### src/hdl/xml_entity_escaper_core_defines.svh
// Assertion macros for the XML entity escaper.
`ifndef XML_ENTITY_ESCAPER_CORE_DEFINES_SVH
`define XML_ENTITY_ESCAPER_CORE_DEFINES_SVH

// Same-cycle implication.
`define XEE_ASSERT_NOW(lbl, clk, rst_n, ante, cons, msg) \
    lbl: assert property (@(posedge clk) disable iff (!rst_n) (ante) |-> (cons)) \
        else $error(msg);

// Next-cycle implication.
`define XEE_ASSERT_NXT(lbl, clk, rst_n, ante, cons, msg) \
    lbl: assert property (@(posedge clk) disable iff (!rst_n) (ante) |=> (cons)) \
        else $error(msg);

`endif

### src/hdl/xee_pkg.sv
// Shared types and character constants for the XML entity escaper.
package xee_pkg;

    localparam int RUN_MAX   = 6;
    localparam int RUN_LEN_W = $clog2(RUN_MAX + 1);
    localparam int RUN_IDX_W = $clog2(RUN_MAX);

    localparam logic [7:0] CTRL_LIMIT = 8'd32;
    localparam logic [7:0] HIGH_LIMIT = 8'd128;

    localparam logic [7:0] CH_AMP  = 8'h26;
    localparam logic [7:0] CH_LT   = 8'h3C;
    localparam logic [7:0] CH_GT   = 8'h3E;
    localparam logic [7:0] CH_QUOT = 8'h22;
    localparam logic [7:0] CH_APOS = 8'h27;
    localparam logic [7:0] CH_HASH = 8'h23;
    localparam logic [7:0] CH_SEMI = 8'h3B;
    localparam logic [7:0] CH_ZERO = 8'h30;
    localparam logic [7:0] CH_A    = 8'h61;
    localparam logic [7:0] CH_G    = 8'h67;
    localparam logic [7:0] CH_L    = 8'h6C;
    localparam logic [7:0] CH_M    = 8'h6D;
    localparam logic [7:0] CH_O    = 8'h6F;
    localparam logic [7:0] CH_P    = 8'h70;
    localparam logic [7:0] CH_Q    = 8'h71;
    localparam logic [7:0] CH_S    = 8'h73;
    localparam logic [7:0] CH_T    = 8'h74;
    localparam logic [7:0] CH_U    = 8'h75;

    // One escaped run: bytes[0] goes out first.
    typedef struct packed {
        logic [RUN_MAX-1:0][7:0] bytes;
        logic [RUN_LEN_W-1:0]    len;
    } run_t;

endpackage

### src/hdl/xee_decode.sv
// Combinational decode of one text byte into its escaped run.
module xee_decode (
    input  logic          [7:0] in_byte,
    input  logic                mask_special,
    output xee_pkg::run_t       run
);
    import xee_pkg::*;

    logic        hund_two;
    logic [6:0]  rem;
    logic [14:0] prod;
    logic [3:0]  tens;
    logic [6:0]  ones_full;
    logic [3:0]  ones;

    // Decimal digits of a high byte: 128..255, hundreds digit 1 or 2.
    always_comb
    begin
        hund_two  = (in_byte >= 8'd200);
        rem       = hund_two ? 7'(in_byte - 8'd200) : 7'(in_byte - 8'd100);
        prod      = {8'd0, rem} * 15'd205;   // /10 for values below 100
        tens      = prod[14:11];
        ones_full = rem - ({3'd0, tens} * 7'd10);
        ones      = ones_full[3:0];
    end

    always_comb
    begin
        run       = '0;
        run.len   = RUN_LEN_W'(1);
        run.bytes[0] = in_byte;
        case (in_byte)
            CH_LT:
            begin
                run.bytes = '0;
                run.bytes[0] = CH_AMP; run.bytes[1] = CH_L;
                run.bytes[2] = CH_T;   run.bytes[3] = CH_SEMI;
                run.len = RUN_LEN_W'(4);
            end
            CH_GT:
            begin
                run.bytes = '0;
                run.bytes[0] = CH_AMP; run.bytes[1] = CH_G;
                run.bytes[2] = CH_T;   run.bytes[3] = CH_SEMI;
                run.len = RUN_LEN_W'(4);
            end
            CH_AMP:
            begin
                run.bytes = '0;
                run.bytes[0] = CH_AMP; run.bytes[1] = CH_A;
                run.bytes[2] = CH_M;   run.bytes[3] = CH_P;
                run.bytes[4] = CH_SEMI;
                run.len = RUN_LEN_W'(5);
            end
            CH_QUOT:
            begin
                run.bytes[0] = CH_AMP; run.bytes[1] = CH_Q;
                run.bytes[2] = CH_U;   run.bytes[3] = CH_O;
                run.bytes[4] = CH_T;   run.bytes[5] = CH_SEMI;
                run.len = RUN_LEN_W'(6);
            end
            CH_APOS:
            begin
                run.bytes[0] = CH_AMP; run.bytes[1] = CH_A;
                run.bytes[2] = CH_P;   run.bytes[3] = CH_O;
                run.bytes[4] = CH_S;   run.bytes[5] = CH_SEMI;
                run.len = RUN_LEN_W'(6);
            end
            default:
            begin
                if (mask_special && (in_byte < CTRL_LIMIT))
                begin
                    run.len = '0;
                end
                else if (mask_special && (in_byte >= HIGH_LIMIT))
                begin
                    run.bytes[0] = CH_AMP;
                    run.bytes[1] = CH_HASH;
                    run.bytes[2] = hund_two ? (CH_ZERO + 8'd2) : (CH_ZERO + 8'd1);
                    run.bytes[3] = CH_ZERO + {4'd0, tens};
                    run.bytes[4] = CH_ZERO + {4'd0, ones};
                    run.bytes[5] = CH_SEMI;
                    run.len = RUN_LEN_W'(6);
                end
            end
        endcase
    end

endmodule

### src/hdl/xee_emit.sv
// Run register and output register: sends a decoded run one word per cycle while the output is not stalled.
module xee_emit (
    input  logic                clk,
    input  logic                rst_n,
    input  logic                in_valid,
    output logic                in_stall,
    input  xee_pkg::run_t       run_in,
    output logic                out_valid,
    input  logic                out_stall,
    output logic          [7:0] out_byte,
    output logic                run_last
);
    import xee_pkg::*;

    run_t                 run_reg;
    logic                 run_valid_reg;
    logic [RUN_IDX_W-1:0] idx_reg;
    logic                 out_valid_reg;
    logic [7:0]           out_byte_reg;
    logic                 out_last_reg;

    logic out_free;
    logic move;
    logic move_last;
    logic accept;

    always_comb
    begin
        out_free  = !out_valid_reg || !out_stall;
        move      = run_valid_reg && out_free;
        move_last = move && ({1'b0, idx_reg} == ({1'b0, run_reg.len} - 1'b1));
        in_stall  = run_valid_reg && !move_last;
        accept    = in_valid && !in_stall;
    end

    always_ff @(posedge clk or negedge rst_n)
    begin
        if (!rst_n)
        begin
            run_valid_reg <= 1'b0;
            idx_reg       <= '0;
            out_valid_reg <= 1'b0;
        end
        else
        begin
            if (accept)
            begin
                run_valid_reg <= (run_in.len != '0);
                idx_reg       <= '0;
            end
            else if (move_last)
            begin
                run_valid_reg <= 1'b0;
            end
            else if (move)
            begin
                idx_reg <= idx_reg + 1'b1;
            end

            if (move)
                out_valid_reg <= 1'b1;
            else if (!out_stall)
                out_valid_reg <= 1'b0;
        end
    end

    always_ff @(posedge clk)
    begin
        if (accept)
            run_reg <= run_in;
        if (move)
        begin
            out_byte_reg <= run_reg.bytes[idx_reg];
            out_last_reg <= move_last;
        end
    end

    assign out_valid = out_valid_reg;
    assign out_byte  = out_byte_reg;
    assign run_last  = out_last_reg;

endmodule

### src/hdl/xml_entity_escaper_core.sv
// XML predefined-entity escaper, top level.
//
// Input channel: in_valid / in_stall / in_byte, one text byte per word.
// Output channel: out_valid / out_stall / out_byte / run_last, one escaped
// byte per word; run_last marks the final byte produced for an input byte.
// Configuration: cfg_wr_en / cfg_wr_data write mask_special; the user must
// write it only when idle, as the block does not enforce this. An input byte
// is decoded as it is accepted into a run register holding up to six bytes;
// the run drains one byte per cycle, unless the output stalls, into the
// output register. Throughput: one input byte per cycle for runs of one
// byte unless the output stalls; an input byte holds the run register until
// its last byte (up to six) moves into the single output register.
// Bytes that produce nothing (control bytes with masking on) give no word.
// A stalled output holds its word; the run register waits and in_stall rises.
// Reset clears mask_special and all valid state; no words are in flight.
module xml_entity_escaper_core (
    input  logic       clk,
    input  logic       rst_n,
    input  logic       cfg_wr_en,
    input  logic       cfg_wr_data,
    input  logic       in_valid,
    output logic       in_stall,
    input  logic [7:0] in_byte,
    output logic       out_valid,
    input  logic       out_stall,
    output logic [7:0] out_byte,
    output logic       run_last
);
    import xee_pkg::*;

    `include "xml_entity_escaper_core_defines.svh"

    logic mask_special_reg;
    run_t dec_run;

    always_ff @(posedge clk or negedge rst_n)
    begin
        if (!rst_n)
            mask_special_reg <= 1'b0;
        else if (cfg_wr_en)
            mask_special_reg <= cfg_wr_data;
    end

    xee_decode u_decode (
        .in_byte      (in_byte),
        .mask_special (mask_special_reg),
        .run          (dec_run)
    );

    xee_emit u_emit (
        .clk       (clk),
        .rst_n     (rst_n),
        .in_valid  (in_valid),
        .in_stall  (in_stall),
        .run_in    (dec_run),
        .out_valid (out_valid),
        .out_stall (out_stall),
        .out_byte  (out_byte),
        .run_last  (run_last)
    );

    // A run never has a gap between its bytes.
    `XEE_ASSERT_NXT(a_run_contig, clk, rst_n, out_valid && !run_last, out_valid, "gap inside escaped run")

    // The five special characters never leave as a whole run.
    `XEE_ASSERT_NOW(a_no_raw_special, clk, rst_n, out_valid && run_last, (out_byte != CH_LT) && (out_byte != CH_GT) && (out_byte != CH_AMP) && (out_byte != CH_QUOT) && (out_byte != CH_APOS), "unescaped special character")

    // Only the ampersand opens a multi-byte run.
    `XEE_ASSERT_NXT(a_run_opens_amp, clk, rst_n, !(out_valid && !run_last), !(out_valid && !run_last) || (out_byte == CH_AMP), "multi-byte run not opened by ampersand")

endmodule

### config.mk
export PLATFORM = sky130hd
export DESIGN_NAME = xml_entity_escaper_core
export DESIGN_NICKNAME = d
export VERILOG_FILES = /design/src/hdl/xee_pkg.sv /design/src/hdl/xee_decode.sv /design/src/hdl/xee_emit.sv /design/src/hdl/xml_entity_escaper_core.sv
export VERILOG_INCLUDE_DIRS = /design/src /design/src/hdl
export SDC_FILE = /design/constraint.sdc
export NUM_CORES = 1
export LEC_CHECK = 0
export ABC_AREA = 0
export BUFFER_PORTS_ARGS = -buffer_cell sky130_fd_sc_hd__buf_4
export CORE_ASPECT_RATIO = 1.2
export CORE_MARGIN = 2
export CORE_UTILIZATION = 52
export DETAILED_ROUTE_END_ITERATION = 8
export GPL_ROUTABILITY_DRIVEN = 0
export PLACE_DENSITY = 0.73
export REMOVE_ABC_BUFFERS = 1
export SLEW_MARGIN = 20
export SYNTH_ARGS = -nofsm -noshare
export SYNTH_HDL_FRONTEND = slang
export SYNTH_SLANG_ARGS = --single-unit
export TNS_END_PERCENT = 10
### constraint.sdc
create_clock -name clk -period 3.05 [get_ports clk]
set_input_delay 0.305 -clock clk [delete_from_list [all_inputs] [get_ports clk]]
set_output_delay 0.305 -clock clk [all_outputs]
set_load 0.005 [all_outputs]
==> metrics list <==
- Outcome: finished, violations left
- By startpoint and endpoint, the worst setup path is classified as in -> reg.
* Highest fanout seen on the critical path: 5
- After clock tree synthesis, the clock-pin slew on the worst setup and hold paths is 0.09 ns.
* Clock group share of total power: 11.5%
* Detail-routed net length per standard cell: 16.4 um
- In the synthesized netlist, the cells that appear most often are edfxtp_1, ha_1, inv_1, nor2_1, nand2_1.
- Total power after layout: 0.00386 W
- Top Ports: 25
- Sequential group share of total power: 27.0%
- Worst IR Drop VDD: 649 uV
- Cells after synthesis: 311
* Switching part of the total power: 35.8%
* Largest net degree at the start of global routing: 38
* Initial DRC Count: 85
- EDFF count, synth: 43
- Total iterations of the first detailed-routing run: 4
* Share of layout cells above drive strength 1: 39.4%
* Final Worst Setup Slack: -1.94 ns
- Worst Hold Slack: 0.240 ns
- Share of flip-flops with an asynchronous set or reset: 12.2%
- Pins over their slew limit: 0
* Library cell contributing the largest single delay on the critical path: fa_1
- Overall routing resource usage: 23.1%
* Total power divided by cell area: 836 nW/um2
- The worst path uses 164% of the clock period.
- Cell type with the highest aggregate area in the netlist: edfxtp_1
* Worst Reg2Reg Path Length in Cells: 7
* Total of warnings raised by yosys: 0
* Hold crit path type: in -> reg
- The clock arrives with 0.00946 ns of skew.
- First-pass GRT wire length: 13.2 mm
- Cell at the root of the clock tree: clkbuf_8
- At the worst endpoint, the arrival time is 5.03 ns.
- Area growth from synthesis to final layout: 31.5%
- Mean post-synth cell area: 11.3 um2
- GR Overflow Total: 0
- The worst pin sits at a relative slew slack of 65.3%.
* Launch point of the worst path: in_byte[2]
* Count of distinct cell types in the synthesized netlist: 53
* Max-cap violations: 0
- In the synthesized netlist the dominant register cell turns out to be edfxtp_1.
- Crit. End Element: flop
- Critical register-to-register path startpoint: u_emit.idx_reg[2]$_DFFE_PN0P_
- Placed cells: 462
* Hpwl dp: 5.86 mm
- Dominant cell by count in the synthesized netlist: edfxtp_1
* Required time of the critical path: 3.09 ns
- Total wire length: 7.78 mm
- Setup repair after global routing could not meet its margin everywhere.
* Worst setup slack for register-to-register paths: 0.83 ns
- The register with the most flip-flops in the layout has 34 of them.
* Count of H-tree levels built during CTS: 2
* Reg-to-Reg End: u_emit.run_reg[37]$_DFFE_PP_
- The initial utilization of the core area, before any placement, comes to 54.1%.
- The largest single stage delay on the critical path is 0.53 ns.
* Internal power summed over all cells: 0.00248 W
- With fillers left out, the area of the finished cells amounts to 4610 um2.
* Peak Freq: 0.200 GHz
- Clock latency on the worst-skew pair, taken at its later pin, is 0.29 ns.
- For the pin with the worst max-slew slack, the measured transition is 0.520 ns.
- The floorplan has 32 rows.
- Number of sinks driven by the clock tree: 49
- Non-filler instance count after layout: 476
- The hold violation count in the final report came to 0.
- Synthesis inferred 49 register bits.
* Post-Synthesis Cell Area: 3510 um2
- For this design the static power due to leakage is 2.11 nW.
* Die height: 94.0 um
- Setup violations remaining at the end of the flow were counted as 7.
* Cell area reported after detailed placement: 4130 um2
- Fraction of post-synthesis cell area in the top cell type by area: 36.8%
- Combinational logic is responsible for 61.5% of the overall power.
- Critical path's most frequent cell: ha_4
* Violations in the final reports: negative setup slack
- In this run the most critical hold path is launched from cfg_wr_data.
- Horizontal die dimension: 79.0 um
* Share of the yosys chip area belonging to registers: 41.1%
- For this design the total switching power over the nets is 0.00138 W.
- Quantity of I/O buffers inserted on ports: 24
* Initial antenna violation count: 0
- Counting along the longest clock path gives a buffer depth of 2.
- Antenna-violating nets left: 0
- DRC: 0
- Kind of launch point of the worst setup path: input pin
- Fin crit period: 4.99 ns
- TritonCTS built the clock tree.
* Number of cells on the worst hold path: 2
- Via count of the first global-routing pass: 2,747
- After floorplanning, the core was sized to cover 6490 um2.
- Area of the die: 7420 um2
- The net count of the finished layout is 453.
- Across all layers, the routed design uses 2,647 vias.
* Total CTS buffers: 5
* Via count normalized by instance count: 5.56
- Most area-consuming cells after synthesis: edfxtp_1, ha_1, fa_1, dfrtp_1, inv_1
- Ant. Diodes: 0
- End point of the worst hold path: mask_special_reg$_DFFE_PN0P_
-- logic make-up after synthesis --
group	share of synthesized area, %
muxes	5.60
xor gates and xnor gates	5.06
adders and majority gates	19.4
buffers and inverters	5.99
and+or+nand+nor	10.7
DFF	41.1
AOI/OAI and AO/OA	12.2
-- power groups by stage --
stage          Clock, W  Sequential [W]  Combinational [W]
6_report       0.000442         0.00104            0.00237
5_1_grt        0.000473         0.00106            0.00258
4_1_cts        0.000451         0.00105            0.00227
3_5_place_dp          0         0.00106            0.00183
3_3_place_gp          0         0.00106            0.00177
2_1_floorplan         0         0.00106            0.00116
-- per-stage QoR --
stage | util [%] | setup TNS [ns] | setup slack [ns]
4_1_cts | 70.8 | -9.98 | -1.92
2_1_floorplan | - | -20.14 | -2.56
5_1_grt | 71.1 | -11.46 | -2.10
3_5_place_dp | 63.6 | -14.78 | -2.67
6_report | 71.1 | -10.38 | -1.94
3_3_place_gp | 63.6 | -13.70 | -2.45
-- how the worst max path moves through the flow --
stage | endpoint | slack, ns | depth (start not counted)
3_3_place_gp | u_emit.run_reg[38]$_DFFE_PP_ | -2.45 | 26
4_1_cts | u_emit.run_reg[38]$_DFFE_PP_ | -1.92 | 28
2_1_floorplan | u_emit.run_reg[38]$_DFFE_PP_ | -2.56 | 25
5_1_grt | u_emit.run_reg[38]$_DFFE_PP_ | -2.10 | 27
6_report | u_emit.run_reg[38]$_DFFE_PP_ | -1.94 | 28
3_5_place_dp | u_emit.run_reg[38]$_DFFE_PP_ | -2.67 | 26
-- placed cells by master (no fill, tap or decap), types with 5 or more instances in the layout --
master,count
o21ai_0,9
mux4_2,5
ha_1,29
clkbuf_8,5
dfrtp_1,6
edfxtp_1,43
nand3_1,7
nand2_1,17
a21o_1,6
nor2_1,23
fa_1,6
buf_4,76
inv_2,7
a21oi_2,7
mux2i_1,5
inv_1,31
o22ai_1,5
ha_4,11
-- area by class of cell --
class | instances | area [um2]
Multi-Input combinational cell | 212 | 2160
Fill cell | 463 | 1870
Sequential cell | 49 | 1440
Timing Repair Buffer | 82 | 641
Inverter | 40 | 158
Tap cell | 85 | 106
Clock buffer | 6 | 72.6
Clock inverter | 2 | 35.0
-- worst max-delay path, delay by kind of cell --
kind                     cells  cell delay, ns
adder cells (fa/ha/maj)      7            2.07
AND/OR/NAND/NOR              5            0.91
XOR/XNOR                     4            0.70
buffers and inverters        7            0.52
AO/OA/AOI/OAI                5            0.50
-- routing by layer --
metal | global-route usage [%] | vias to the layer above | share of wire, % | wire, um
li1 | - | 1263 | - | -
met1 | 25.2 | 1294 | 37 | 2890
met2 | 45.0 | 74 | 57 | 4470
met3 | 2.79 | 16 | 3.1 | 245
met4 | 8.33 | 0 | 2.4 | 186
met5 | 0 | - | 0 | 0
-- repair_timing --
action | in CTS | in global routing
hold buffers | 1 | 0
pin swaps | 29 | 9
endpoints found under the hold margin | 6 | 0
setup buffers | 5 | 0
endpoints found under the setup margin | 7 | 7
cloned | 0 | 0
gates resized for setup | 61 | 4
(Power assumes the default switching activity.)
